File: src/pov_slice_buffer_driver_defines.svh
// Assertion macros used by the slice buffer driver datapath.
`ifndef POV_SLICE_BUFFER_DRIVER_DEFINES_SVH
`define POV_SLICE_BUFFER_DRIVER_DEFINES_SVH

// Checks a property on every rising clock edge outside reset.
`define PSBD_ASSERT(label, clk, rstn, prop) \
    label: assert property (@(posedge clk) disable iff (!(rstn)) (prop)) \
        else $error("slice buffer driver check failed");

// Checks that a condition implies a consequence in the same cycle.
`define PSBD_ASSERT_IMPL(label, clk, rstn, ante, cons) \
    label: assert property (@(posedge clk) disable iff (!(rstn)) (ante) |-> (cons)) \
        else $error("slice buffer driver check failed");

`endif

File: src/psbd_pkg.sv
// Shared types, codes and defaults of the slice buffer driver.
`default_nettype none

package psbd_pkg;

    localparam int DEF_NUM_SLICES        = 360;
    localparam int DEF_BYTES_PER_SLICE   = 16;
    localparam int DEF_HALL_GUARD_SLICES = 180;
    localparam int DEF_TIMER_BITS        = 24;

    localparam int MODE_W    = 3;
    localparam int SI_W      = 9;
    localparam int RI_W      = 5;
    localparam int ARM_W     = 8;
    localparam int PERIOD_W  = 24;
    localparam int S_TDATA_W = 24;
    localparam int M_TDATA_W = 32;

    localparam logic [PERIOD_W-1:0] PERIOD_MAX = 24'hFF_FFFF;

    localparam logic [MODE_W-1:0] MODE_ADD     = 3'd0;
    localparam logic [MODE_W-1:0] MODE_CLEAR   = 3'd1;
    localparam logic [MODE_W-1:0] MODE_PUSH    = 3'd2;
    localparam logic [MODE_W-1:0] MODE_RST_CNT = 3'd3;
    localparam logic [MODE_W-1:0] MODE_HALL    = 3'd4;
    localparam logic [MODE_W-1:0] MODE_TICK    = 3'd5;

    typedef enum logic [2:0] {
        ST_CLEAR,
        ST_IDLE,
        ST_DECODE,
        ST_ADD_WR,
        ST_PUSH,
        ST_HALL
    } state_t;

    typedef struct packed {
        logic item_load;
        logic mem_rd_item;
        logic mem_rd_cnt;
        logic mem_wr_add;
        logic clr_step;
        logic byte_step;
        logic period_load;
        logic cnt_inc;
        logic cnt_clr;
        logic cnt_guard;
        logic timer_clr;
        logic timer_inc;
        logic first_clr;
    } cmd_t;

    typedef struct packed {
        logic [MODE_W-1:0] mode;
        logic              add_ok;
        logic              push_ok;
        logic              first_pending;
        logic              guard_ok;
        logic              clr_last;
        logic              byte_last;
        logic              out_free;
    } sts_t;

endpackage

`default_nettype wire

File: src/psbd_ctrl.sv
// Controller state machine of the slice buffer driver.
`default_nettype none

module psbd_ctrl (
    input  wire logic          aclk,
    input  wire logic          aresetn,
    input  wire logic          s_tvalid,
    output logic               s_tready,
    input  wire psbd_pkg::sts_t sts,
    output psbd_pkg::cmd_t     cmd
);

    psbd_pkg::state_t state_reg;
    psbd_pkg::state_t state_next;

    always_ff @(posedge aclk) begin
        if (!aresetn) begin
            state_reg <= psbd_pkg::ST_CLEAR;
        end else begin
            state_reg <= state_next;
        end
    end

    always_comb begin
        state_next = state_reg;
        unique case (state_reg)
            psbd_pkg::ST_CLEAR: begin
                if (sts.clr_last) begin
                    state_next = psbd_pkg::ST_IDLE;
                end
            end
            psbd_pkg::ST_IDLE: begin
                if (s_tvalid) begin
                    state_next = psbd_pkg::ST_DECODE;
                end
            end
            psbd_pkg::ST_DECODE: begin
                state_next = psbd_pkg::ST_IDLE;
                unique case (sts.mode)
                    psbd_pkg::MODE_ADD: begin
                        if (sts.add_ok) begin
                            state_next = psbd_pkg::ST_ADD_WR;
                        end
                    end
                    psbd_pkg::MODE_CLEAR: begin
                        state_next = psbd_pkg::ST_CLEAR;
                    end
                    psbd_pkg::MODE_PUSH: begin
                        if (sts.push_ok) begin
                            state_next = psbd_pkg::ST_PUSH;
                        end
                    end
                    psbd_pkg::MODE_HALL: begin
                        if (!sts.first_pending && sts.guard_ok) begin
                            state_next = psbd_pkg::ST_HALL;
                        end
                    end
                    default: begin
                        state_next = psbd_pkg::ST_IDLE;
                    end
                endcase
            end
            psbd_pkg::ST_ADD_WR: begin
                state_next = psbd_pkg::ST_IDLE;
            end
            psbd_pkg::ST_PUSH: begin
                if (sts.out_free && sts.byte_last) begin
                    state_next = psbd_pkg::ST_IDLE;
                end
            end
            psbd_pkg::ST_HALL: begin
                if (sts.out_free) begin
                    state_next = psbd_pkg::ST_IDLE;
                end
            end
            default: begin
                state_next = psbd_pkg::ST_IDLE;
            end
        endcase
    end

    always_comb begin
        cmd      = '0;
        s_tready = 1'b0;
        unique case (state_reg)
            psbd_pkg::ST_CLEAR: begin
                cmd.clr_step = 1'b1;
            end
            psbd_pkg::ST_IDLE: begin
                s_tready      = 1'b1;
                cmd.item_load = s_tvalid;
            end
            psbd_pkg::ST_DECODE: begin
                unique case (sts.mode)
                    psbd_pkg::MODE_ADD: begin
                        cmd.mem_rd_item = sts.add_ok;
                    end
                    psbd_pkg::MODE_PUSH: begin
                        cmd.mem_rd_cnt = sts.push_ok;
                    end
                    psbd_pkg::MODE_RST_CNT: begin
                        cmd.cnt_clr = 1'b1;
                    end
                    psbd_pkg::MODE_HALL: begin
                        if (sts.first_pending) begin
                            cmd.timer_clr = 1'b1;
                            cmd.first_clr = 1'b1;
                            cmd.cnt_guard = 1'b1;
                        end
                    end
                    psbd_pkg::MODE_TICK: begin
                        cmd.timer_inc = !sts.first_pending;
                    end
                    default: begin
                        cmd = '0;
                    end
                endcase
            end
            psbd_pkg::ST_ADD_WR: begin
                cmd.mem_wr_add = 1'b1;
            end
            psbd_pkg::ST_PUSH: begin
                cmd.byte_step = sts.out_free;
                cmd.cnt_inc   = sts.out_free && sts.byte_last;
            end
            psbd_pkg::ST_HALL: begin
                cmd.period_load = sts.out_free;
                cmd.timer_clr   = sts.out_free;
                cmd.cnt_clr     = sts.out_free;
            end
            default: begin
                cmd = '0;
            end
        endcase
    end

endmodule

`default_nettype wire

File: config.mk
export PLATFORM = sky130hd
export DESIGN_NAME = psbd_ctrl
export DESIGN_NICKNAME = d
export VERILOG_FILES = /design/src/pov_slice_buffer_driver_defines.svh /design/src/psbd_pkg.sv /design/src/psbd_ctrl.sv
export SDC_FILE = /design/constraint.sdc
export NUM_CORES = 1
export LEC_CHECK = 0
export ABC_CLOCK_PERIOD_IN_PS = 1600
export BUFFER_PORTS_ARGS = -buffer_cell sky130_fd_sc_hd__buf_4
export CAP_MARGIN = 30
export CELL_PAD_IN_SITES_DETAIL_PLACEMENT = 1
export CELL_PAD_IN_SITES_GLOBAL_PLACEMENT = 1
export CORE_MARGIN = 2
export CORE_UTILIZATION = 23
export CTS_CLUSTER_DIAMETER = 50
export CTS_CLUSTER_SIZE = 8
export DETAILED_ROUTE_END_ITERATION = 10
export GPL_TIMING_DRIVEN = 0
export PLACE_DENSITY = 0.79
export SKIP_LAST_GASP = 1
export SYNTH_ARGS = -nofsm -noshare
export SYNTH_HDL_FRONTEND = slang
export SYNTH_SLANG_ARGS = --single-unit
File: constraint.sdc
create_clock -name aclk -period 1.6 [get_ports aclk]
set_input_delay 0.24 -clock aclk [delete_from_list [all_inputs] [get_ports aclk]]
set_output_delay 0.24 -clock aclk [all_outputs]
set_load 0.03 [all_outputs]
=== After elaboration in Yosys (flattened, before gate mapping) ===
Cells that the tools add are included.

* Equality and inequality tests: 14
* Add/sub/neg operators: 0
* Multipliers: 0
* Div/mod/pow operators: 0
* Reductions and logical operators: 6
* Bitwise operators: 0
* Muxes and demuxes: 29
* Order comparisons: 0
* Shift-type cells: 0

{| class="wikitable"
|+ Operators with widths
! cell !! count
|-
| two-way mux 3 bit || 6
|-
| case mux 3 bit (5 select lines) || 1
|-
| two-way mux 1 bit || 14
|-
| equality test 3 x 2 -> 1 bit, second input constant || 4
|-
| equality test 3 bit, second input constant || 4
|-
| case mux 3 bit (4 select lines) || 1
|-
| two-way mux 2 bit || 5
|-
| != test 2 bit, second input constant || 4
|-
| equality test 3 x 1 -> 1 bit, second input constant || 2
|-
| zero test 3 bit || 2
|-
| case mux 1 bit (2 select lines) || 2
|-
| AND reduction 4 bit || 1
|-
| logical AND 1 bit || 2
|-
| zero test 1 bit || 1
|}

* Memories: 0
* Output and inout bits: 14
* Logic and storage cells: 50
* Bits in read-only memories: 0
* Bits in latches: 0
* Input bits: 13
* Flip-flop bits (word level): 3
* RAM bits: 0

=== Longest topological paths before layout ===
* Depth in word-level cells: 5
* Gate-level depth with buffers: 5
* Depth with buffers taken out: 4

=== Worst setup path before layout ===
Ideal clock, no wire load.

* Kind: register to output
* Start: register state_reg[2]
* End: output port cmd[5] in the netlist's numbering
* Buffers on the path: 1
* Stages on the path, launching flop included: 5
* Path slack: -0.424 ns
* Data required time: 1.360 ns
* Data arrival time: 1.784 ns
* Cell sequence: dfxtp_1 > clkbuf_1 > nand2_1 > nor3_1 > and2_1

{| class="wikitable"
|+ RTL lines
! what !! RTL line !! source
|-
| start, declared || psbd_ctrl.sv:13 || <nowiki>psbd_pkg::state_t state_reg;</nowiki>
|-
| start signal, assigned || psbd_ctrl.sv:18 || <nowiki>state_reg <= psbd_pkg::ST_CLEAR;</nowiki>
|-
| start signal, assigned || psbd_ctrl.sv:20 || <nowiki>state_reg <= state_next;</nowiki>
|-
| end, declared || psbd_ctrl.sv:10 || <nowiki>output psbd_pkg::cmd_t cmd</nowiki>
|}

==> metrics.log <==
INFO  metric run_status = complete, but fails checks
INFO  metric failing_checks = setup timing
INFO  metric detail_route.first_pass.iterations = 3
INFO  metric cpPeakStageDelay = 0.41 ns
INFO  metric grt_antenna_before_repair = 0
INFO  metric tritoncts = done
INFO  metric r2r.worst_path.cells = 4
INFO  metric max_clk_rate = 559.2 MHz
INFO  metric wl_per_cell = 14.27 µm
INFO  metric worstPathArrival = 1.55 ns
INFO  metric cell_by_cell_trace_of_the_critical_path = or3b_4 > nor2_4 > and4b_2 > or2_4 > buf_6
INFO  metric postCtsHoldBufs = 0
INFO  metric finalWeightedCongestion = 0.7401
INFO  metric timing.setup.critical_path_class = register to output pin
INFO  metric power.density = 513.8 nW/µm²
INFO  metric worst_path_max_delay_cell = sky130_fd_sc_hd__or3b_4
INFO  metric die-height = 41.83 µm
INFO  metric first_global_vias = 505
INFO  metric post_synth_main_area_contributors = sky130_fd_sc_hd__dfxtp_1, sky130_fd_sc_hd__nor2b_1, sky130_fd_sc_hd__nor3_1
INFO  metric power_leakage = between 0.3 and 0.4 nW
INFO  metric worstPathRequired = around 1.4 ns
INFO  metric die_area = roughly 1700 µm²
INFO  metric clock-sinks = 3
INFO  metric worstReg2RegEnd = state_reg[0]
INFO  metric max_transition_viols_final = 0
INFO  metric largest_reg_flops = 3
INFO  metric rsz0062_at_grt = yes
INFO  metric grt_start_max_net_pins = 11
INFO  metric final.hold.worst_slack = approximately 0.26 ns
INFO  metric synth_sequential_area_ratio = 18.25%
INFO  metric finalHoldViolations = 0
INFO  metric clk_transition_reported_paths = about 0.04 ns
INFO  metric max-slew-margin-rel = 82.30%
INFO  metric flow.area_growth_from_synthesis = 113.7%
INFO  metric root_buffer = sky130_fd_sc_hd__clkbuf_4
INFO  metric syn-cell-area = roughly 330 µm²
INFO  metric grt_use_total = 15.78%
INFO  metric insertedDiodeCount = 0
INFO  metric synth_warnings = 0
INFO  metric critical_path_source_type = register
INFO  metric detail_route.drc_violations = 0
INFO  metric max_cap_violations = 0
INFO  metric finalCritPeriodShare = 111.8%
INFO  metric worstReg2RegStart = state_reg[2]
INFO  metric layout-drive-gt1-share = ~64%
INFO  metric crit_cells = 5
INFO  metric synth.lib_cells_used.distinct = 30
INFO  metric routed_vias_inst = roughly 5.2
INFO  metric timing.critical_path.buf_inv = 1
INFO  metric postSynthNetCount = 58
INFO  metric total_of_flip_flops_plus_latches_after_synthesis = 3
INFO  metric final_min_period = approximately 1.8 ns
INFO  metric setup_slack = -0.1883 ns
INFO  metric worstSkewPairLatency = roughly 0.24 ns
INFO  metric cts.path.max_buffers = 2
INFO  metric rows = 13
INFO  metric via_count = 498
INFO  metric final_setup_violation_count = 5
INFO  metric yosys.area.top_type = sky130_fd_sc_hd__dfxtp_1
INFO  metric critical_path.max_fanout = 3
INFO  metric tightest_slew = approximately 0.26 ns
INFO  metric die_w = 41.83 µm
INFO  metric power.ir.vdd_worst = 0.4041 mV
INFO  metric count_of_placed_standard_cells_in_the_final_layout_fillers_left_out = 96
INFO  metric grt_first_pass_wirelength = about 2.2 mm
INFO  metric fin_nets = 95
INFO  metric placement.io_buffers = 26
INFO  metric worst_hold_startpoint = aresetn
INFO  metric ioPinCount = 27
INFO  metric timing.clock.skew = 0.00008560 ns
INFO  metric flop2flop_setup_slack = approximately 0.23 ns
INFO  metric detailed_place_hpwl = 858.9 µm
INFO  metric fillers = ~160
INFO  metric worst_path_dominant_cell_family = simple AND/OR/NAND/NOR gates
INFO  metric drt_first_iter_violations = 6
INFO  metric placedCellCount = 86
INFO  metric number_of_cts_inserted_buffers = 3
INFO  metric postRouteWirelength = 1.370 mm
INFO  metric starting_utilization_of_the_core_area = 24.98%
INFO  metric clock_tree.htree_level_count = 1
INFO  metric hold_path.class = primary input to register
INFO  metric final_antenna_net_count = 0
INFO  metric critPathLaunch = state_reg[2]
INFO  metric crit_end = cmd[2]
INFO  metric postSynthCellCount = 45
INFO  metric core = 1318 µm²
INFO  metric syn-mean-instance-area = 7.313 µm²
INFO  metric globalRouteOverflowTotal = 0
INFO  metric worst_setup_path_end_kind = output pin
INFO  metric share_of_the_synthesized_area_in_the_top_cell_type = 18.25%
## synthesized netlist by cell type (all sizes together)
| master | n |
|---|---|
| o22ai | 1 |
| a41o | 1 |
| clkbuf | 1 |
| o31a | 1 |
| or2 | 1 |
| nand2b | 2 |
| nor2 | 4 |
| a32oi | 1 |
| nor2b | 3 |
| nor3 | 3 |
| or3b | 1 |
| buf | 1 |
| nor3b | 1 |
| nand2 | 4 |
| mux2i | 1 |
| and4b | 1 |
| a2bb2oi | 1 |
| o32ai | 1 |
| and2 | 2 |
| and4 | 1 |
| nand3 | 1 |
| and3 | 2 |
| o211a | 1 |
| o21ai | 1 |
| a21boi | 1 |
| nand3b | 1 |
| inv | 2 |
| dfxtp | 3 |
| and3b | 1 |
## metal layers
layer | routed length [µm] | GRT usage, %
met2 | 703 | 26.88
met3 | 64 | 2.609
met5 | 0 | 0
met1 | 580 | 18.35
met4 | 22 | 9.032
## worst min path at each step
stage	endpoint	slack, ns	cells past startpoint
floorplan	state_reg[1]	0.37	1
global placement	state_reg[1]	0.49	2
detailed placement	state_reg[1]	0.49	2
CTS	state_reg[1]	0.24	2
global route	state_reg[1]	0.26	2
finish	state_reg[1]	0.26	2
## final cells by class
| class | count | area, µm² | share of cell area, % |
|---|---|---|---|
| plain buffers | 2 | 18.77 | 2.669 |
| flip-flops and latches | 3 | 68.82 | 9.786 |
| multi-input cells | 38 | 304.0 | 43.24 |
| inverters | 2 | 7.507 | 1.068 |
| clock buffers | 4 | 26.28 | 3.737 |
| well taps | 15 | 18.77 | 2.669 |
| repair buffers | 32 | 259.0 | 36.83 |
## worst reg2reg max path: cells and delay by family, from the launching register on
family	cells	cell delay, ns
AND/OR/NAND/NOR	1	0.41
buffers and inverters	1	0.14
AO/OA/AOI/OAI	2	0.39
flip-flops	1	0.32
## cells by family (layout without fill, tap and decap cells)
| kind of cell | Yosys count | after routing | share of synthesized area [%] |
|---|---|---|---|
| AND/OR/NAND/NOR | 28 | 28 | 50.57 |
| buffers and inverters | 4 | 40 | 5.704 |
| AO/OA/AOI/OAI | 9 | 9 | 22.44 |
| multiplexers | 1 | 1 | 3.042 |
| flip-flops | 3 | 3 | 18.25 |
## cells in the final DEF (no fill, tap or decap), drive strengths merged, types with 2 or more instances in the layout
cell | synthesis | layout
and2 | 2 | 2
and3 | 2 | 2
buf | 1 | 34
clkbuf | 1 | 4
dfxtp | 3 | 3
inv | 2 | 2
nand2 | 4 | 4
nand2b | 2 | 2
nor2 | 4 | 4
nor2b | 3 | 3
nor3 | 3 | 3
## stage by stage
| stage | cell area [µm²] | utilization, % | setup TNS (ns) | power (mW) | worst slack [ns] |
|---|---|---|---|---|---|
| after floorplan | 346.6 | - | -0.2363 | 0.1405 | -0.1537 |
| after global placement | 560.5 | 42.55 | -0.2007 | 0.1915 | -0.1067 |
| after detailed placement | 560.5 | 42.55 | -0.2524 | 0.1926 | -0.1247 |
| after CTS | 663.1 | 50.33 | -0.9688 | 0.3511 | -0.2396 |
| after global routing | 703.2 | 53.37 | -1.056 | 0.3796 | -0.2409 |
| final | 703.2 | 53.37 | -0.7175 | 0.3613 | -0.1883 |
## what timing repair did
item                       CTS  global route
setup endpoints to repair   11            10
setup buffers                5             2
pin swaps                    6             5
gates resized for setup     12             9
## report_power, final
part / internal (mW) / switching, mW / leakage [nW] / total [mW]
Clock: 0.0937 / 0.0438 / 0.0150 / 0.138
Sequential: 0.0786 / 0.00259 / 0.0264 / 0.0812
Combinational: 0.0707 / 0.0718 / 0.318 / 0.143
Total: 0.243 / 0.118 / 0.360 / 0.361
No activity file was read; power rests on OpenSTA's default activity.
